--- config.mk ---
export PLATFORM = sky130hd
export DESIGN_NAME = filled_circle_span_generator_top_flat
export DESIGN_NICKNAME = d
export VERILOG_FILES = /design/src/rtl/fcs_pkg.sv /design/src/rtl/fcs_if.sv /design/src/rtl/fcs_front.sv /design/src/rtl/fcs_queue.sv /design/src/rtl/fcs_back.sv /design/src/rtl/filled_circle_span_generator_top.sv /design/src/flat_wrapper.sv
export SDC_FILE = /design/constraint.sdc
export NUM_CORES = 1
export LEC_CHECK = 0
export BUFFER_PORTS_ARGS = -buffer_cell sky130_fd_sc_hd__buf_2
export CAP_MARGIN = 30
export CORE_MARGIN = 2
export CORE_UTILIZATION = 59
export DETAILED_ROUTE_END_ITERATION = 12
export HOLD_SLACK_MARGIN = 0.12
export PLACE_DENSITY = 0.86
export SLEW_MARGIN = 20
export SYNTH_ARGS = -nofsm -noshare
export SYNTH_HDL_FRONTEND = slang
export SYNTH_SLANG_ARGS = --single-unit
--- constraint.sdc ---
create_clock -name i_clk -period 6.3 [get_ports i_clk]
set_input_delay 0.315 -clock i_clk [delete_from_list [all_inputs] [get_ports i_clk]]
set_output_delay 0.315 -clock i_clk [all_outputs]
set_load 0.1 [all_outputs]
--- src/rtl/fcs_pkg.sv ---
// shared widths, payload types and constants of the filled circle span generator
package fcs_pkg;

    localparam int unsigned COORD_W     = 12;
    localparam int unsigned SPAN_W      = 13;
    localparam int unsigned RADIUS_W    = 6;
    localparam int unsigned COLOR_W     = 24;
    localparam int unsigned STEP_W      = 8;
    localparam int unsigned ERR_W       = 10;
    localparam int unsigned MAX_GROUPS  = 46;
    localparam int unsigned GROUP_CNT_W = 6;
    localparam int unsigned QUEUE_DEPTH = 2;
    localparam int unsigned QUEUE_LVL_W = 2;

    // one circle as it travels from the front to the back
    typedef struct packed {
        logic signed [COORD_W-1:0]  cx;
        logic signed [COORD_W-1:0]  cy;
        logic        [RADIUS_W-1:0] radius;
        logic        [COLOR_W-1:0]  color;
    } t_circle;

    // status of the span back end
    typedef struct packed {
        logic                   busy;
        logic [GROUP_CNT_W-1:0] groups;
    } t_back_stat;

endpackage

--- src/rtl/fcs_if.sv ---
// request channels: circle in, span group out

interface fcs_circle_if;
    logic                                 valid;
    logic                                 ready;
    logic signed [fcs_pkg::COORD_W-1:0]   center_x;
    logic signed [fcs_pkg::COORD_W-1:0]   center_y;
    logic        [fcs_pkg::RADIUS_W-1:0]  circle_radius;
    logic        [fcs_pkg::COLOR_W-1:0]   fill_color;

    modport source (output valid, center_x, center_y, circle_radius, fill_color,
                    input ready);
    modport sink   (input valid, center_x, center_y, circle_radius, fill_color,
                    output ready);
endinterface

interface fcs_span_if;
    logic                               valid;
    logic                               ready;
    logic signed [fcs_pkg::SPAN_W-1:0]  wide_left;
    logic signed [fcs_pkg::SPAN_W-1:0]  wide_right;
    logic signed [fcs_pkg::SPAN_W-1:0]  wide_row_low;
    logic signed [fcs_pkg::SPAN_W-1:0]  wide_row_high;
    logic signed [fcs_pkg::SPAN_W-1:0]  narrow_left;
    logic signed [fcs_pkg::SPAN_W-1:0]  narrow_right;
    logic signed [fcs_pkg::SPAN_W-1:0]  narrow_row_low;
    logic signed [fcs_pkg::SPAN_W-1:0]  narrow_row_high;
    logic        [fcs_pkg::COLOR_W-1:0] span_color;
    logic                               last_group;

    modport source (output valid, wide_left, wide_right, wide_row_low, wide_row_high,
                    narrow_left, narrow_right, narrow_row_low, narrow_row_high,
                    span_color, last_group,
                    input ready);
    modport sink   (input valid, wide_left, wide_right, wide_row_low, wide_row_high,
                    narrow_left, narrow_right, narrow_row_low, narrow_row_high,
                    span_color, last_group,
                    output ready);
endinterface

--- src/rtl/fcs_front.sv ---
// front end: takes circle requests, saturates the radius, registers the circle
module fcs_front #(
    parameter int unsigned MAX_RADIUS = 63
) (
    input  logic               i_clk,
    input  logic               i_rst_n,
    fcs_circle_if.sink         i_circle,
    output logic               o_valid,
    output fcs_pkg::t_circle   o_item,
    input  logic               i_ready
);

    localparam logic [fcs_pkg::RADIUS_W:0] RADIUS_LIM = (fcs_pkg::RADIUS_W+1)'(MAX_RADIUS);

    logic             r_valid;
    fcs_pkg::t_circle r_item;
    fcs_pkg::t_circle n_item;

    // stage is free when empty or when the queue takes its content
    assign i_circle.ready = !r_valid || i_ready;

    // radius saturation
    always_comb begin
        n_item.cx     = i_circle.center_x;
        n_item.cy     = i_circle.center_y;
        n_item.color  = i_circle.fill_color;
        n_item.radius = i_circle.circle_radius;
        if ({1'b0, i_circle.circle_radius} > RADIUS_LIM) begin
            n_item.radius = RADIUS_LIM[fcs_pkg::RADIUS_W-1:0];
        end
    end

    // valid flag
    always_ff @(posedge i_clk) begin
        if (!i_rst_n) begin
            r_valid <= 1'b0;
        end else if (i_circle.ready) begin
            r_valid <= i_circle.valid;
        end
    end

    // payload
    always_ff @(posedge i_clk) begin
        if (i_circle.valid && i_circle.ready) begin
            r_item <= n_item;
        end
    end

    assign o_valid = r_valid;
    assign o_item  = r_item;

endmodule

--- src/rtl/fcs_queue.sv ---
// short circle queue between front and back end
module fcs_queue (
    input  logic                                i_clk,
    input  logic                                i_rst_n,
    input  logic                                i_valid,
    input  fcs_pkg::t_circle                    i_item,
    output logic                                o_ready,
    output logic                                o_valid,
    output fcs_pkg::t_circle                    o_item,
    input  logic                                i_ready,
    output logic [fcs_pkg::QUEUE_LVL_W-1:0]     o_level
);

    fcs_pkg::t_circle                  r_mem [fcs_pkg::QUEUE_DEPTH];
    logic                              r_wr_ptr;
    logic                              r_rd_ptr;
    logic [fcs_pkg::QUEUE_LVL_W-1:0]   r_level;
    logic                              push;
    logic                              pop;

    assign o_ready = (r_level != fcs_pkg::QUEUE_LVL_W'(fcs_pkg::QUEUE_DEPTH));
    assign o_valid = (r_level != '0);
    assign push    = i_valid && o_ready;
    assign pop     = o_valid && i_ready;

    // storage
    always_ff @(posedge i_clk) begin
        if (push) begin
            r_mem[r_wr_ptr] <= i_item;
        end
    end

    assign o_item = r_mem[r_rd_ptr];

    // pointers and fill level
    always_ff @(posedge i_clk) begin
        if (!i_rst_n) begin
            r_wr_ptr <= 1'b0;
            r_rd_ptr <= 1'b0;
            r_level  <= '0;
        end else begin
            if (push) begin
                r_wr_ptr <= ~r_wr_ptr;
            end
            if (pop) begin
                r_rd_ptr <= ~r_rd_ptr;
            end
            priority if (push && !pop) begin
                r_level <= r_level + 1'b1;
            end else if (pop && !push) begin
                r_level <= r_level - 1'b1;
            end
        end
    end

    assign o_level = r_level;

endmodule

--- src/rtl/fcs_back.sv ---
// back end: midpoint circle recurrence, one span group per cycle unless the output stalls, into an output register
module fcs_back (
    input  logic                  i_clk,
    input  logic                  i_rst_n,
    input  logic                  i_valid,
    input  fcs_pkg::t_circle      i_item,
    output logic                  o_ready,
    fcs_span_if.source            o_span,
    output fcs_pkg::t_back_stat   o_stat
);

    typedef enum logic [1:0] {
        ST_IDLE = 2'b01,
        ST_RUN  = 2'b10
    } t_back_state;

    t_back_state                          r_state;
    logic signed [fcs_pkg::COORD_W-1:0]   r_cx;
    logic signed [fcs_pkg::COORD_W-1:0]   r_cy;
    logic        [fcs_pkg::COLOR_W-1:0]   r_color;
    logic signed [fcs_pkg::STEP_W-1:0]    r_x;
    logic signed [fcs_pkg::STEP_W-1:0]    r_y;
    logic signed [fcs_pkg::ERR_W-1:0]     r_err;
    logic        [fcs_pkg::GROUP_CNT_W-1:0] r_groups;
    logic                                 r_out_valid;

    logic                                 take;
    logic                                 advance;
    logic signed [fcs_pkg::STEP_W-1:0]    n_y;
    logic signed [fcs_pkg::STEP_W-1:0]    x_dec;
    logic signed [fcs_pkg::STEP_W-1:0]    n_x;
    logic signed [fcs_pkg::ERR_W-1:0]     err_add;
    logic signed [fcs_pkg::ERR_W-1:0]     n_err;
    logic                                 last;
    logic signed [fcs_pkg::SPAN_W-1:0]    cx_ext;
    logic signed [fcs_pkg::SPAN_W-1:0]    cy_ext;
    logic signed [fcs_pkg::SPAN_W-1:0]    x_ext;
    logic signed [fcs_pkg::SPAN_W-1:0]    y_ext;

    assign o_ready = (r_state == ST_IDLE);
    assign take    = o_ready && i_valid;
    assign advance = (r_state == ST_RUN) && (!r_out_valid || o_span.ready);

    // recurrence step
    always_comb begin
        n_y     = r_y + 1'b1;
        x_dec   = r_x - 1'b1;
        err_add = r_err;
        if (r_err <= 0) begin
            err_add = r_err + $signed({1'b0, n_y, 1'b1});
        end
        n_x   = r_x;
        n_err = err_add;
        if (err_add > 0) begin
            n_x   = x_dec;
            n_err = err_add - $signed({x_dec[fcs_pkg::STEP_W-1], x_dec, 1'b1});
        end
        last = (n_x < n_y) ||
               (r_groups == fcs_pkg::GROUP_CNT_W'(fcs_pkg::MAX_GROUPS - 1));
    end

    // operands widened to span width
    assign cx_ext = {r_cx[fcs_pkg::COORD_W-1], r_cx};
    assign cy_ext = {r_cy[fcs_pkg::COORD_W-1], r_cy};
    assign x_ext  = {{(fcs_pkg::SPAN_W-fcs_pkg::STEP_W){r_x[fcs_pkg::STEP_W-1]}}, r_x};
    assign y_ext  = {{(fcs_pkg::SPAN_W-fcs_pkg::STEP_W){r_y[fcs_pkg::STEP_W-1]}}, r_y};

    // control: sequencer, group count, output valid
    always_ff @(posedge i_clk) begin
        if (!i_rst_n) begin
            r_state     <= ST_IDLE;
            r_groups    <= '0;
            r_out_valid <= 1'b0;
        end else begin
            unique case (r_state)
                ST_IDLE: begin
                    if (take) begin
                        r_state  <= ST_RUN;
                        r_groups <= '0;
                    end
                end
                ST_RUN: begin
                    if (advance) begin
                        r_groups <= r_groups + 1'b1;
                        if (last) begin
                            r_state <= ST_IDLE;
                        end
                    end
                end
                default: r_state <= ST_IDLE;
            endcase
            if (advance) begin
                r_out_valid <= 1'b1;
            end else if (o_span.ready) begin
                r_out_valid <= 1'b0;
            end
        end
    end

    // circle and iteration registers
    always_ff @(posedge i_clk) begin
        if (take) begin
            r_cx    <= i_item.cx;
            r_cy    <= i_item.cy;
            r_color <= i_item.color;
            r_x     <= $signed({{(fcs_pkg::STEP_W-fcs_pkg::RADIUS_W){1'b0}}, i_item.radius});
            r_y     <= '0;
            r_err   <= '0;
        end else if (advance) begin
            r_x   <= n_x;
            r_y   <= n_y;
            r_err <= n_err;
        end
    end

    // output register
    always_ff @(posedge i_clk) begin
        if (advance) begin
            o_span.wide_left       <= cx_ext - x_ext;
            o_span.wide_right      <= cx_ext + x_ext;
            o_span.wide_row_low    <= cy_ext + y_ext;
            o_span.wide_row_high   <= cy_ext - y_ext;
            o_span.narrow_left     <= cx_ext - y_ext;
            o_span.narrow_right    <= cx_ext + y_ext;
            o_span.narrow_row_low  <= cy_ext + x_ext;
            o_span.narrow_row_high <= cy_ext - x_ext;
            o_span.span_color      <= r_color;
            o_span.last_group      <= last;
        end
    end

    assign o_span.valid  = r_out_valid;
    assign o_stat.busy   = (r_state == ST_RUN);
    assign o_stat.groups = r_groups;

endmodule

--- src/rtl/filled_circle_span_generator_top.sv ---
// top level of the filled circle span generator
//
//  channel    dir  request                        payload
//  i_circle   in   one circle                     center_x, center_y, circle_radius, fill_color
//  o_span     out  one span group (four spans)    wide_*, narrow_*, span_color, last_group
//
//  a circle of radius r gives about r/1.41 + 1 groups (at most 46), one per cycle unless the
//  output stalls, from the back end's recurrence register loop, which idles to load the next circle from the queue
//  the front stage and a two-entry queue keep taking circles while the back end works
//  a stalled output holds the back end; the queue fills and then the input stalls
//  reset (i_rst_n low, synchronous) empties the front stage, queue and output register
module filled_circle_span_generator_top #(
    parameter int unsigned MAX_RADIUS = 63
) (
    input  logic        i_clk,
    input  logic        i_rst_n,
    fcs_circle_if.sink  i_circle,
    fcs_span_if.source  o_span
);

    logic                               front_valid;
    fcs_pkg::t_circle                   front_item;
    logic                               queue_ready;
    logic                               queue_valid;
    fcs_pkg::t_circle                   queue_item;
    logic                               back_ready;
    logic [fcs_pkg::QUEUE_LVL_W-1:0]    queue_level;
    fcs_pkg::t_back_stat                back_stat;

    // request intake and radius saturation
    fcs_front #(
        .MAX_RADIUS (MAX_RADIUS)
    ) u_front (
        .i_clk    (i_clk),
        .i_rst_n  (i_rst_n),
        .i_circle (i_circle),
        .o_valid  (front_valid),
        .o_item   (front_item),
        .i_ready  (queue_ready)
    );

    // decoupling queue
    fcs_queue u_queue (
        .i_clk   (i_clk),
        .i_rst_n (i_rst_n),
        .i_valid (front_valid),
        .i_item  (front_item),
        .o_ready (queue_ready),
        .o_valid (queue_valid),
        .o_item  (queue_item),
        .i_ready (back_ready),
        .o_level (queue_level)
    );

    // span group generation
    fcs_back u_back (
        .i_clk   (i_clk),
        .i_rst_n (i_rst_n),
        .i_valid (queue_valid),
        .i_item  (queue_item),
        .o_ready (back_ready),
        .o_span  (o_span),
        .o_stat  (back_stat)
    );

`ifndef NO_ASSERTIONS
    // queue never overfills
    a_queue_level: assert property (@(posedge i_clk) disable iff (!i_rst_n)
        queue_level <= fcs_pkg::QUEUE_LVL_W'(fcs_pkg::QUEUE_DEPTH))
        else $error("circle queue over its depth");

    // group count stays below the per-circle limit while running
    a_group_limit: assert property (@(posedge i_clk) disable iff (!i_rst_n)
        back_stat.busy |-> (back_stat.groups < fcs_pkg::GROUP_CNT_W'(fcs_pkg::MAX_GROUPS)))
        else $error("group count past limit");

    // an idle back end only holds the closing group of a circle
    a_idle_last: assert property (@(posedge i_clk) disable iff (!i_rst_n)
        (!back_stat.busy && o_span.valid) |-> o_span.last_group)
        else $error("idle with an unfinished circle");

    // a newly started circle begins with a fresh group count
    a_start_count: assert property (@(posedge i_clk) disable iff (!i_rst_n)
        $rose(back_stat.busy) |-> (back_stat.groups == '0))
        else $error("group count not cleared at circle start");
`endif

endmodule

--- src/flat_wrapper.sv ---
// flat-port wrapper written by rule: the top's interface ports become plain ports
module filled_circle_span_generator_top_flat 
#(
    parameter int unsigned MAX_RADIUS = 63
)
  (i_clk, i_rst_n, i_circle_valid, i_circle_center_x, i_circle_center_y, i_circle_circle_radius, i_circle_fill_color, i_circle_ready, o_span_valid, o_span_wide_left, o_span_wide_right, o_span_wide_row_low, o_span_wide_row_high, o_span_narrow_left, o_span_narrow_right, o_span_narrow_row_low, o_span_narrow_row_high, o_span_span_color, o_span_last_group, o_span_ready);
  fcs_circle_if i_circle_i ();
  fcs_span_if o_span_i ();
  input  logic i_clk;
  input  logic i_rst_n;
  input wire logic [$bits(i_circle_i.valid)-1:0] i_circle_valid;
  input wire logic [$bits(i_circle_i.center_x)-1:0] i_circle_center_x;
  input wire logic [$bits(i_circle_i.center_y)-1:0] i_circle_center_y;
  input wire logic [$bits(i_circle_i.circle_radius)-1:0] i_circle_circle_radius;
  input wire logic [$bits(i_circle_i.fill_color)-1:0] i_circle_fill_color;
  output wire logic [$bits(i_circle_i.ready)-1:0] i_circle_ready;
  output wire logic [$bits(o_span_i.valid)-1:0] o_span_valid;
  output wire logic [$bits(o_span_i.wide_left)-1:0] o_span_wide_left;
  output wire logic [$bits(o_span_i.wide_right)-1:0] o_span_wide_right;
  output wire logic [$bits(o_span_i.wide_row_low)-1:0] o_span_wide_row_low;
  output wire logic [$bits(o_span_i.wide_row_high)-1:0] o_span_wide_row_high;
  output wire logic [$bits(o_span_i.narrow_left)-1:0] o_span_narrow_left;
  output wire logic [$bits(o_span_i.narrow_right)-1:0] o_span_narrow_right;
  output wire logic [$bits(o_span_i.narrow_row_low)-1:0] o_span_narrow_row_low;
  output wire logic [$bits(o_span_i.narrow_row_high)-1:0] o_span_narrow_row_high;
  output wire logic [$bits(o_span_i.span_color)-1:0] o_span_span_color;
  output wire logic [$bits(o_span_i.last_group)-1:0] o_span_last_group;
  input wire logic [$bits(o_span_i.ready)-1:0] o_span_ready;
  assign i_circle_i.valid = i_circle_valid;
  assign i_circle_i.center_x = i_circle_center_x;
  assign i_circle_i.center_y = i_circle_center_y;
  assign i_circle_i.circle_radius = i_circle_circle_radius;
  assign i_circle_i.fill_color = i_circle_fill_color;
  assign i_circle_ready = i_circle_i.ready;
  assign o_span_valid = o_span_i.valid;
  assign o_span_wide_left = o_span_i.wide_left;
  assign o_span_wide_right = o_span_i.wide_right;
  assign o_span_wide_row_low = o_span_i.wide_row_low;
  assign o_span_wide_row_high = o_span_i.wide_row_high;
  assign o_span_narrow_left = o_span_i.narrow_left;
  assign o_span_narrow_right = o_span_i.narrow_right;
  assign o_span_narrow_row_low = o_span_i.narrow_row_low;
  assign o_span_narrow_row_high = o_span_i.narrow_row_high;
  assign o_span_span_color = o_span_i.span_color;
  assign o_span_last_group = o_span_i.last_group;
  assign o_span_i.ready = o_span_ready;
  filled_circle_span_generator_top #(.MAX_RADIUS(MAX_RADIUS)) u_core (.i_clk(i_clk), .i_rst_n(i_rst_n), .i_circle(i_circle_i), .o_span(o_span_i));
endmodule
==> run summary, run 1 <==
The flow ran to the end, and the final reports show no timing, DRC or antenna violations. Sort of element at the start of the critical path: a flip-flop. After clock tree synthesis, the clock-pin slew on the worst setup and hold paths is 0.06 ns.

Dividing the final minimum period by the clock period gives 91.8%. Counting flops with an async set or reset pin after synthesis yields a share of 0%. For the overall fraction of global-route tracks in use, the log shows 25.6%. The maximum single-stage delay on the critical path was 0.51 ns; the number of enable-type register cells in the synthesized netlist was 341. The tools report the first-pass GRT wire length as 62.6 mm. The logs give 0 for the max-slew violation total from the final report and 45.1% for the portion of total power attributed to combinational logic. The type of the most critical hold path was in2reg. The TritonCTS sink count came out at 376. Max-cap violations in this run came to 0. The root buffer cell is sky130_fd_sc_hd__clkbuf_16. For the final setup TNS, the log shows 0 ns. The final layout contains routed wiring with a total length of 40.6 mm.

After the last flow step, the layout net total stands at 1813. In this run the most critical hold path is launched from o_span_ready. The H-tree level count was 2.

The critical path starts at u_core.u_back.r_y[1]. By area the synthesized netlist is led by sky130_fd_sc_hd__edfxtp_1 57%, sky130_fd_sc_hd__ha_1 8.6%, sky130_fd_sc_hd__dfxtp_1 3.9%. The floorplan step defined a die boundary enclosing 0.0319 sq mm.

The arrival time at the worst endpoint is 6.19 ns. 189 I/O pins were placed. The tools report the final number of hold-violating endpoints as 0.

For the total congestion overflow, the log shows 0. Non-filler instance count after layout: 2042. Number of port buffers: 188.

Clock latency on the worst-skew pair, taken at its later pin, is 0.53 ns. The HPWL after detailed placement is 27.8 mm. The synthesized netlist contains 77 unique library cells. The area share of the largest cell type after synthesis is 56.9%. The tools report the number of global-route vias before repair as 11600. Routed length per placed instance: 19.9 um. After detailed placement, the design holds a cell count of 1915.

The vertical die dimension is 179 um, and the number of antenna violations at the first check in global routing is 2. The tools report the via total after detailed routing as 11700. VDD sags by at most 0.000341 V. The synthesized flop and latch total is 376.

The cell taking the most area after synthesis was sky130_fd_sc_hd__edfxtp_1. During synthesis, Yosys emitted a total of 0 warnings. After detailed placement, the total cell area comes to 0.0194 sq mm. After layout, the minimum clock period comes to 5.78 ns. The count of antenna-violating nets left after detailed routing came out at 0. In this run the tightest slew margin relative to its limit is 41.6%. The initialized floorplan defines 63 standard-cell rows. Net switching is 39.7% of the power. For the number of buffers inserted during clock tree synthesis, the log shows 38. For the number of detailed-route iterations in the first pass, the log shows 6. The sort of element at the end of the critical path was a flip-flop.

The average via count per standard cell works out to 5.74. After the first detailed-routing iteration, the DRC count stood at 816. Summing all non-filler instances in the final layout gives an area of 0.0212 sq mm. Cell internal power was estimated by the tool at 6560 uW.

Synthesis produced a netlist whose cell count is 1358. The tools report the number of design rule violations left after detail routing as 0. Synthesis-to-layout area growth: 17.8%. Leakage power: 0.00812 uW.

The critical register-to-register path startpoint was u_core.u_back.r_y[1]. The analysis attributes to net switching a power of 4310 uW. Based on the critical path, the design can be clocked at up to 0.173 GHz. Entering global routing, the biggest net connects 76 pins. Setup violations remaining at the end of the flow were counted as 0. Sequential share of the synthesized area: 60.8%. For the post-CTS setup-driven buffer insertion count, the log shows 0. Of the cells placed in the final design, the portion with a size suffix greater than 1 is 20.3%. TritonCTS built the clock tree. The tools report the setup clock skew after layout as 0.0180 ns.

Along the worst path, the maximum fanout reaches 13. The congestion estimate from routability-driven global placement came to 0.897. The area inside the core boundary was 0.0299 sq mm. Sequential cells burn 34.2% of the power. In this run the deepest clock path goes through 3 buffers. A synthesized cell averages 13.3 sq um.

The run gives 20.7% as the clock share of power. Setup repair after global routing left no endpoint under its margin. The synthesized netlist occupies a cell area of 0.0180 sq mm.

The horizontal die dimension works out to 179 um. For this run, the leading register cell type out of synthesis is sky130_fd_sc_hd__edfxtp_1. The setup path with the least slack is of type reg2reg. The critical path goes through inv_1, nor3_1, nand3_1, xnor2_2, inv_1, ha_1, nand2_1, a211oi_2, o21a_1, o32ai_1, or4_4, o21ai_4, or3_1, nand2_1, ha_1, a21o_1, a21o_1, a21oi_1, o21ai_0, or4_1, nor3_1, a2111oi_2, or2_1.

The tightest hold path in the finished design has a slack of 0.191 ns. In this run the power density over the cells is 513 mW/mm^2. Once the floorplan was initialized, standard cells occupied 60.2% of the core.

At the worst endpoint, the required time is 6.71 ns. For this design, the slowest cell found on the critical path is sky130_fd_sc_hd__or4_4. The actual transition at the worst max-transition pin works out to 0.876 ns. The run gives 1550 as the post-synth net total.
## per-layer routing
metal,wire [um],part of all wire (%),global-route usage (%)
met4,878,2.2,6.33
met1,16800,41,32.8
met3,2730,6.7,4.84
met5,0,0,0
met2,20100,50,45.1
## worst max-delay path, delay by kind of cell, from the launching register on
kind	cells	cell delay, ns
fa+ha+maj	2	0.66
simple gates	9	2.28
xor+xnor	1	0.26
compound gates	9	1.66
buf+inv	2	0.30
flops	1	0.50
## state kept, by name, summed over array words and instances (netlist names), 6 cells and up, named ones only
| register | flops |
|---|---|
| u_core.u_back.o_span.narrow_left | 13 |
| u_core.u_back.o_span.narrow_right | 12 |
| u_core.u_back.o_span.narrow_row_high | 12 |
| u_core.u_back.o_span.narrow_row_low | 13 |
| u_core.u_back.o_span.span_color | 24 |
| u_core.u_back.o_span.wide_left | 13 |
| u_core.u_back.o_span.wide_right | 12 |
| u_core.u_back.o_span.wide_row_high | 12 |
| u_core.u_back.o_span.wide_row_low | 13 |
| u_core.u_back.r_color | 24 |
| u_core.u_back.r_cx | 12 |
| u_core.u_back.r_cy | 12 |
| u_core.u_back.r_err | 10 |
| u_core.u_back.r_groups | 6 |
| u_core.u_back.r_x | 8 |
| u_core.u_back.r_y | 8 |
| u_core.u_front.o_item | 54 |
| u_core.u_queue.r_mem | 108 |
## metrics by stage
step	setup slack (ns)	util, %	total power (uW)
global route	0.0216	70.9	11500
CTS	0.431	70.9	10800
floorplan	0.952	-	7360
global placement	0.606	64.8	8440
detailed placement	0.462	64.8	8560
finish	0.517	70.9	10900
## power groups by stage
stage          combinational, uW  sequential (uW)  clock, uW
2_1_floorplan               3320             4040          0
3_3_place_gp                4710             3730          0
3_5_place_dp                4810             3750          0
4_1_cts                     4860             3700       2270
5_1_grt                     5380             3750       2380
6_report                    4900             3710       2250
## synthesized netlist by cell type, types with 4 or more instances
cell type	number
sky130_fd_sc_hd__nor3_1	34
sky130_fd_sc_hd__or3_1	11
sky130_fd_sc_hd__a221oi_1	6
sky130_fd_sc_hd__xor2_1	21
sky130_fd_sc_hd__clkbuf_1	21
sky130_fd_sc_hd__a21oi_1	68
sky130_fd_sc_hd__nand2_1	47
sky130_fd_sc_hd__a211oi_1	7
sky130_fd_sc_hd__nor2_1	67
sky130_fd_sc_hd__xnor2_1	74
sky130_fd_sc_hd__fa_1	10
sky130_fd_sc_hd__nand3b_1	5
sky130_fd_sc_hd__and2_1	9
sky130_fd_sc_hd__buf_4	5
sky130_fd_sc_hd__a21boi_0	10
sky130_fd_sc_hd__or2_2	5
sky130_fd_sc_hd__o21a_1	5
sky130_fd_sc_hd__a21o_1	8
sky130_fd_sc_hd__o21bai_1	25
sky130_fd_sc_hd__nand2b_1	10
sky130_fd_sc_hd__nand3_1	15
sky130_fd_sc_hd__ha_1	124
sky130_fd_sc_hd__mux2_2	51
sky130_fd_sc_hd__a22oi_1	7
sky130_fd_sc_hd__nor4_1	9
sky130_fd_sc_hd__nor2b_1	34
sky130_fd_sc_hd__nand4_1	4
sky130_fd_sc_hd__o22ai_1	11
sky130_fd_sc_hd__buf_1	4
sky130_fd_sc_hd__o311ai_0	4
sky130_fd_sc_hd__edfxtp_1	341
sky130_fd_sc_hd__a31oi_1	8
sky130_fd_sc_hd__dfxtp_1	35
sky130_fd_sc_hd__mux2i_1	8
sky130_fd_sc_hd__o21ai_0	64
sky130_fd_sc_hd__inv_1	113
sky130_fd_sc_hd__o211ai_1	8
sky130_fd_sc_hd__and3_1	13
## final timing paths
check,to,depth (start not counted),slack (ns)
setup / recovery,u_core.u_back.r_state[1],23,0.52
hold / removal,u_core.u_back.o_span.valid,3,0.19
setup reg to reg,u_core.u_back.r_state[1],23,0.52
hold reg to reg,u_core.u_back.o_span.span_color[23],0,0.42
## cells in the final DEF, fill, tap and decap left out, types with 11 or more instances in the layout
master | Yosys | final
sky130_fd_sc_hd__and3_1 | 13 | 12
sky130_fd_sc_hd__buf_4 | 5 | 11
sky130_fd_sc_hd__dfxtp_1 | 35 | 33
sky130_fd_sc_hd__a21oi_1 | 68 | 68
sky130_fd_sc_hd__inv_1 | 113 | 111
sky130_fd_sc_hd__o21ai_0 | 64 | 64
sky130_fd_sc_hd__nor2_1 | 67 | 66
sky130_fd_sc_hd__o22ai_1 | 11 | 11
sky130_fd_sc_hd__nor3_1 | 34 | 34
sky130_fd_sc_hd__ha_1 | 124 | 124
sky130_fd_sc_hd__o21bai_1 | 25 | 25
sky130_fd_sc_hd__nand2_1 | 47 | 47
sky130_fd_sc_hd__clkbuf_16 | 0 | 39
sky130_fd_sc_hd__mux2_2 | 51 | 51
sky130_fd_sc_hd__xnor2_1 | 74 | 73
sky130_fd_sc_hd__dlygate4sd3_1 | 0 | 56
sky130_fd_sc_hd__edfxtp_1 | 341 | 341
sky130_fd_sc_hd__xor2_1 | 21 | 21
sky130_fd_sc_hd__nor2b_1 | 34 | 34
sky130_fd_sc_hd__nand3_1 | 15 | 15
sky130_fd_sc_hd__buf_2 | 1 | 188
sky130_fd_sc_hd__or3_1 | 11 | 11
## cell type report
cell class	count	area (sq um)
diodes	2	5.00
inverters	114	430
flip-flops and latches	376	10900
repair buffers	255	1580
clock inverters	24	250
clock buffers	45	998
fillers	1983	8680
well taps	390	488
multi-input cells	836	6500
## what timing repair did
| action | in CTS | in global routing |
|---|---|---|
| hold buffers | 56 | 0 |
| hold endpoints to repair | 56 | 0 |
| resized for setup | 0 | 2 |
| endpoints found under the setup margin | 0 | 1 |
## logic make-up after synthesis
group           share of synthesized area, %
simple gates                            8.34
buf+inv                                 3.20
flops                                   60.8
fa+ha+maj                               9.73
compound gates                          9.67
mux                                     3.64
xor+xnor                                4.62
Power figures use the tool's default switching activity.
==> run 2: changes to the inputs <==
--- a/config.mk
+++ b/config.mk
@@ -5,8 +5,8 @@
 export SDC_FILE = /design/constraint.sdc
 export NUM_CORES = 1
 export LEC_CHECK = 0
-export BUFFER_PORTS_ARGS = -buffer_cell sky130_fd_sc_hd__buf_2
-export CAP_MARGIN = 30
+export BUFFER_PORTS_ARGS = -buffer_cell sky130_fd_sc_hd__buf_4
+export CAP_MARGIN = 20
 export CORE_MARGIN = 2
 export CORE_UTILIZATION = 59
 export DETAILED_ROUTE_END_ITERATION = 12
==> run 2 against run 1 <==
Effect of this change: setup slack worse by 0.15 ns; sequential cell count stayed put; final cell count is 0.15% lower; critical path depth stayed put; power hardly changed; die area stayed put; combinational power is 1% higher; via count is 0.13% lower.
==> run summary, run 2 (same netlist as run 1, synthesis figures left out) <==
The run finished with clean final reports. On the final layout, the worst clock skew is 0.0203 ns. The number of antenna diodes in the final layout is 0. For the routability congestion estimate from global placement, the log shows 0.941.

Of the total power, the clock network draws 20.3%. The number of port buffers is 188. Most common cell after layout, fill and taps aside: sky130_fd_sc_hd__edfxtp_1. The floorplan step set the die height to 179 um. The smallest clock period supported by the final layout is computed as 5.93 ns. For this run, design rule violations remaining after detail routing come to 0.

The analysis attributes to net switching a power of 4360 uW. 189 I/O pins were placed. The tools report the critical register-to-register path startpoint as u_core.u_back.r_y[1]. Setup repair after global routing left no endpoint under its margin. Once the clock tree was built, the setup fixing pass inserted 0 buffers. The starting utilization of the core area was 60.2%; the non-filler instance count after layout was 2039. In this run the horizontal extent of the chip is 179 um.

The routed length per placed instance came out at 20.3 um. Data on the critical path is required at its endpoint by 6.73 ns. The H-tree level count was 2. The largest individual stage delay along the critical path comes from the cell sky130_fd_sc_hd__o32ai_1. The layout has 1964 filler cells. The net switching share of the total power was 40.1%.

Sort of element at the start of the critical path: a flip-flop. The run gives 0.426 ns as the worst setup slack before clock tree synthesis. For this design the ratio of total power to cell area is 502 mW/mm^2.

In this run, flip-flops and latches consume 34.2% of the power. The final number of hold-violating endpoints is 0. The die covers 0.0319 sq mm. Including well taps, the total number of placed cells is 1915. The tool flagged a number of max-cap violations equal to 0.

The tools report the floorplan row count as 63. For the portion of total power attributed to combinational logic, the log shows 45.5%. In this run the most critical hold path is launched from u_core.u_back.r_color[6]. Headroom to the max-slew limit came out at 41.4%. Of the cells placed in the final design, the portion with a size suffix greater than 1 is 20.6%. Along the worst path, the maximum fanout reaches 13. u_core.u_queue.r_mem holds more flip-flops than any other register. The worst-skew pair later-pin latency is 0.55 ns. The final setup TNS came out at 0 ns. After floorplanning, the core was sized to cover 0.0299 sq mm.

VDD sags by at most 0.000325 V. The number of detailed-route iterations in the first pass is 8, and the flip-flop count of the largest register after layout is 108. TritonCTS built the clock tree.

In this run the static leakage power is 0.00830 uW. Final worst-path cycle share: 94.2%. The maximum number of pins on one net before global-route repair was 75; the sum of routed wire length over all layers was 41.5 mm. Sort of element at the end of the critical path: a flip-flop. The first global-routing pass estimated 63.0 mm of wire. Once detailed placement completed, the half-perimeter wirelength came to 28.2 mm.

Number of global-route vias before repair: 11500. Summing over every cut layer, the via total after detailed routing is 11700. For the number of failing setup endpoints in the final timing report, the log shows 0. Once detail routing completed, the nets flagged for antenna violations numbered 0.

The tightest hold path in the finished design has a slack of 0.421 ns. Counting every sink on the clock net gives 376. Dividing the detail-routed via count by the number of cells gives 5.75.

In this run the deepest clock path goes through 3 buffers. In the global route stage, overall resource usage came out at 26.0%. On the worst path, the slowest cell contributes a delay of 0.55 ns. Clock tree synthesis inserted a total of 37 buffers. The minimum setup slack in the final design is 0.368 ns, and the maximum clock rate is 0.169 GHz. The logs give 6.36 ns for the arrival time at the worst endpoint and 10900 uW for the overall power. The run gives 1814 as the final layout net count.

Internal power comes to 6520 uW. The library cells used most frequently in the layout, excluding fill and tap cells, are 341 x sky130_fd_sc_hd__edfxtp_1, 199 x sky130_fd_sc_hd__buf_4, 124 x sky130_fd_sc_hd__ha_1, 111 x sky130_fd_sc_hd__inv_1, 74 x sky130_fd_sc_hd__xnor2_1. The total congestion overflow came out at 0. The tools report the max-slew violation total from the final report as 0. Clock-pin slew was measured on the worst setup and hold paths at 0.07 ns. The synthesis-to-layout area growth is 20.3%. The worst setup path is of the reg2reg kind. For this block, the initial DRC count from the detailed router was 829. CTS placed an instance of sky130_fd_sc_hd__clkbuf_16 at the clock tree root.

The tools report the number of antenna violations at the first check in global routing as 0. The tightest min-delay check is of the reg2reg type. Source of the critical timing path: u_core.u_back.r_y[1]. The critical path goes through inv_1, nor3_1, nand3_1, xnor2_1, inv_1, ha_1, a21oi_1, o21ai_0, o21a_1, o32ai_1, or4_4, o21ai_4, or3_1, nand2_1, ha_1, a21o_1, a21o_1, a21oi_1, o21ai_0, or4_1, nor3_1, a2111oi_2, or2_1.

The actual transition at the worst max-transition pin was 0.879 ns.
run 2: cell count changes in the layout (fill, tap and decap cells not counted), moves of 4 or more:
| cell | delta |
|---|---|
| sky130_fd_sc_hd__buf_4 | +188 |
| sky130_fd_sc_hd__clkinv_2 | +7 |
| sky130_fd_sc_hd__buf_2 | -188 |
| sky130_fd_sc_hd__clkbuf_1 | -4 |
| sky130_fd_sc_hd__clkinv_1 | -4 |
run 2: power by group through the flow:
stage,logic (uW),clock network [uW],registers [uW]
after floorplan,3320,0,4040
after global placement,4760,0,3740
after detailed placement,4850,0,3760
after CTS,4910,2240,3710
after global routing,5390,2340,3750
final,4950,2210,3720
run 2: worst max-delay path, delay by kind of cell (launching register included):
kind,cells,cell delay (ns)
AO/OA/AOI/OAI,10,1.86
XOR/XNOR,1,0.32
buffers and inverters,2,0.33
adder cells (fa/ha/maj),2,0.59
AND/OR/NAND/NOR,8,2.19
flip-flops,1,0.51
run 2: per-layer routing:
layer  global-route usage, %  routed length [um]
met1                    34.2               17700
met2                    46.0               20700
met5                       0                   0
met3                    3.79                2370
met4                    5.12                 688
run 2: through the flow:
step	cell area, sq um	utilization (%)
after floorplan	18000	-
after global placement	19800	66.4
after detailed placement	19800	66.4
after CTS	21600	72.5
after global routing	21600	72.5
final	21600	72.5
run 2: worst paths after layout:
| check | end | slack [ns] | depth (start not counted) |
|---|---|---|---|
| max | u_core.u_back.r_state[1] | 0.37 | 23 |
| min | u_core.u_back.o_span.span_color[6] | 0.42 | 0 |
| min reg2reg | u_core.u_back.o_span.span_color[6] | 0.42 | 0 |
| max reg2reg | u_core.u_back.r_state[1] | 0.37 | 23 |
run 2: final cells by class:
type,instances,area [sq um],share of cell area [%]
repair buffers,257,2070,9.58
clock inverters,25,264,1.22
multi-input cells,836,6490,30.0
flip-flops and latches,376,10900,50.5
well taps,390,488,2.25
inverters,114,430,1.99
clock buffers,41,961,4.44
run 2: repair_timing:
action,CTS,global route
setup endpoints to repair,0,1
hold buffers,58,0
endpoints found under the hold margin,63,0
resized for setup,0,1
==> run 3: changes to the inputs <==
--- a/config.mk
+++ b/config.mk
@@ -5,13 +5,14 @@
 export SDC_FILE = /design/constraint.sdc
 export NUM_CORES = 1
 export LEC_CHECK = 0
-export BUFFER_PORTS_ARGS = -buffer_cell sky130_fd_sc_hd__buf_4
+export BUFFER_PORTS_ARGS = -buffer_cell sky130_fd_sc_hd__buf_2
 export CAP_MARGIN = 20
 export CORE_MARGIN = 2
-export CORE_UTILIZATION = 59
+export CORE_UTILIZATION = 60
+export CTS_CLUSTER_SIZE = 10
 export DETAILED_ROUTE_END_ITERATION = 12
 export HOLD_SLACK_MARGIN = 0.12
-export PLACE_DENSITY = 0.86
+export PLACE_DENSITY = 0.87
 export SLEW_MARGIN = 20
 export SYNTH_ARGS = -nofsm -noshare
 export SYNTH_HDL_FRONTEND = slang
==> constraint.sdc (replaced) <==
create_clock -name i_clk -period 7.45 [get_ports i_clk]
set_input_delay 0.3725 -clock i_clk [delete_from_list [all_inputs] [get_ports i_clk]]
set_output_delay 0.3725 -clock i_clk [all_outputs]
set_load 0.1 [all_outputs]
==> run 3 against run 2 <==
Effect of this change: core utilization down 0.53 points; non-clock buffer count down 5; via count up 0.79%; wire length up 1.8%; critical path type unchanged; critical endpoint unchanged; largest cell class unchanged; largest power group unchanged.
==> run summary, run 3 (same netlist as run 1, synthesis figures left out) <==
In this run the worst path has a maximum fanout of 25. The worst hold margin was 0.184 ns; the minimum setup slack in the final design was 1.28 ns. 189 I/O pins were placed. The layout cell share with drive strength beyond 1 was 19.7%; the worst max-slew margin expressed relative to the limit was 33.7%. The sort of element at the end of the critical path is a flip-flop.

The overall power is 9310 uW, and the placed cell count is 1913. Clock-pin slew was measured on the worst setup and hold paths at 0.06 ns. The total congestion overflow was 0. For the leakage power, the log shows 0.00814 uW. Once detail routing completed, the nets flagged for antenna violations numbered 0. The worst hold path passes through 2 cells.

In the global route stage, overall resource usage came out at 27.1%. In this run the vertical extent of the chip is 177 um. The most common cell after layout, fill and taps aside is sky130_fd_sc_hd__edfxtp_1.

The worst setup path is launched from a flip-flop. From left edge to right edge, the die measures 177 um. Dividing the detail-routed via count by the number of cells gives 5.76. The HPWL after detailed placement is 28.2 mm. The final number of hold-violating endpoints came out at 0. In this run the number of H-tree levels came out at 2. The routed design has 42.2 mm of wire. The logs give 11800 for the via total after detailed routing and 6.62 ns for the arrival time at the worst endpoint. The setup clock skew after layout came out at 0.0403 ns. The root buffer cell is sky130_fd_sc_hd__clkbuf_16. Buffers inserted during clock tree synthesis total 45.

After detailed routing, the number of remaining DRC violations is 0. The critical path class is reg2reg. u_core.u_queue.r_mem holds more flip-flops than any other register.

For the worst flop-to-flop path, the logic depth is 23. The library cells used most frequently in the layout, excluding fill and tap cells, are 341 x sky130_fd_sc_hd__edfxtp_1, 188 x sky130_fd_sc_hd__buf_2, 124 x sky130_fd_sc_hd__ha_1, 111 x sky130_fd_sc_hd__inv_1, 74 x sky130_fd_sc_hd__xnor2_1. After the flow finishes, the layout carries non-filler instances totaling 2049.

The floorplan die area was 0.0314 sq mm. For the first-pass GRT wire length, the log shows 64.6 mm. DRC marker count from the first detailed-route iteration: 1012. The final setup TNS is 0 ns. The floorplan row count was 63; the clock period minus worst slack was 6.17 ns.

TritonCTS built the clock tree. The later pin in the worst-skew pair is clocked with a latency of 0.56 ns. The number of detailed-route iterations in the first pass is 5, and the worst setup slack before clock tree synthesis is 1.34 ns.

The flow ran to the end, and the final reports show no timing, DRC or antenna violations. The TritonCTS sink count is 376. The starting utilization of the core area was 60.9%; the areal power density over the cells was 438 mW/mm^2. The max-slew violation total from the final report is 0. The number of buffers between clock root and the deepest sink was 3; the number of port buffers was 188. The worst-case IR drop observed on VDD is 0.000267 V. At the worst endpoint, the required time is 7.90 ns. Across the run, the number of max-cap violations was 0. Setup repair after global routing left no endpoint under its margin. Routability congestion estimate from global placement: 0.953.

The region available for standard cell placement spans 0.0296 sq mm. Entering global routing, the biggest net connects 84 pins. Derived from the worst setup path, the maximum achievable clock frequency is 0.162 GHz.

The final worst-path cycle share is 82.8%. The number of global-route vias before repair is 11800, and the actual transition at the worst max-transition pin is 0.994 ns. The register with the most flip-flops in the layout has 108 of them. The area growth from synthesis to layout is 18.2%. The routed length per placed instance came out at 20.6 um. The type of the most critical hold path was in2reg. For the number of antenna violations at the first check in global routing, the log shows 2.

The final layout net count is 1817, and the number of fillers in the final layout is 1965. Setup violations remaining at the end of the flow were counted as 0.
==> run 3: cell count changes in the layout (fill, tap and decap cells not counted), moves of 3 or more <==
cell,before,now
sky130_fd_sc_hd__buf_4,199,9
sky130_fd_sc_hd__buf_2,0,188
sky130_fd_sc_hd__clkbuf_1,2,25
sky130_fd_sc_hd__clkinv_2,11,0
sky130_fd_sc_hd__clkbuf_16,37,45
sky130_fd_sc_hd__dlygate4sd3_1,58,55
==> run 3: repair_timing <==
item / in CTS / in global routing
hold endpoints to repair: 55 / 0
resized for setup: 0 / 0
buffers inserted: 0 / 0
hold buffers: 55 / 0
==> run 3: path summary, 6_finish.rpt <==
kind	to	slack [ns]	start
setup / recovery	u_core.u_back.r_state[1]	1.28	u_core.u_back.r_y[0]
hold / removal	u_core.u_queue.r_wr_ptr	0.18	i_rst_n
hold reg to reg	u_core.u_back.o_span.span_color[18]	0.41	u_core.u_back.r_color[18]
setup reg to reg	u_core.u_back.r_state[1]	1.28	u_core.u_back.r_y[0]
==> run 3: through the flow <==
stage / cell area [sq um] / utilization [%]
4_1_cts: 21300 / 71.9
2_1_floorplan: 18000 / -
3_5_place_dp: 19400 / 65.5
5_1_grt: 21300 / 71.9
3_3_place_gp: 19400 / 65.5
6_report: 21300 / 71.9
==> run 3: routing by layer <==
layer	vias to the layer above	track usage [%]	wire, um
li1	5533	-	-
met1	5709	35.6	17400
met2	492	46.3	20600
met3	73	4.51	3000
met4	0	8.54	1210
met5	-	0	0
==> run 3: where the power goes <==
part / total [uW] / switching [uW] / internal, uW / leakage [uW]
clock: 2020 / 850 / 1170 / 0.000633
combinational: 4120 / 2590 / 1540 / 0.00408
sequential: 3170 / 296 / 2880 / 0.00343
==> run 3: final cells by class <==
type                    instances  area (sq um)  area share, %
diodes                          2          5.00         0.0235
well taps                     390           488           2.29
multi-input cells             836          6490           30.5
clock buffers                  70          1220           5.74
inverters                     114           430           2.02
flip-flops and latches        376         10900           51.5
repair buffers                252          1560           7.33
clock inverters                 9           133          0.624
==> run 3: worst max-delay path: stages, from the launching register on <==
cell	delay (ns)
sky130_fd_sc_hd__dfxtp_1	0.56
sky130_fd_sc_hd__inv_1	0.19
sky130_fd_sc_hd__nor3_1	0.21
sky130_fd_sc_hd__nand3_1	0.20
sky130_fd_sc_hd__xnor2_1	0.28
sky130_fd_sc_hd__inv_1	0.08
sky130_fd_sc_hd__ha_1	0.37
sky130_fd_sc_hd__nand2_1	0.10
sky130_fd_sc_hd__o21ai_0	0.27
sky130_fd_sc_hd__o21a_1	0.19
sky130_fd_sc_hd__o32ai_1	0.14
sky130_fd_sc_hd__or4_4	0.51
sky130_fd_sc_hd__o21ai_4	0.64
sky130_fd_sc_hd__o21ai_0	0.28
sky130_fd_sc_hd__nand2_1	0.12
sky130_fd_sc_hd__ha_1	0.24
sky130_fd_sc_hd__a21o_1	0.16
sky130_fd_sc_hd__a21o_1	0.17
sky130_fd_sc_hd__a21oi_1	0.14
sky130_fd_sc_hd__o21ai_0	0.15
sky130_fd_sc_hd__or4_1	0.45
sky130_fd_sc_hd__nor3_1	0.27
sky130_fd_sc_hd__a2111oi_2	0.11
sky130_fd_sc_hd__or2_1	0.23
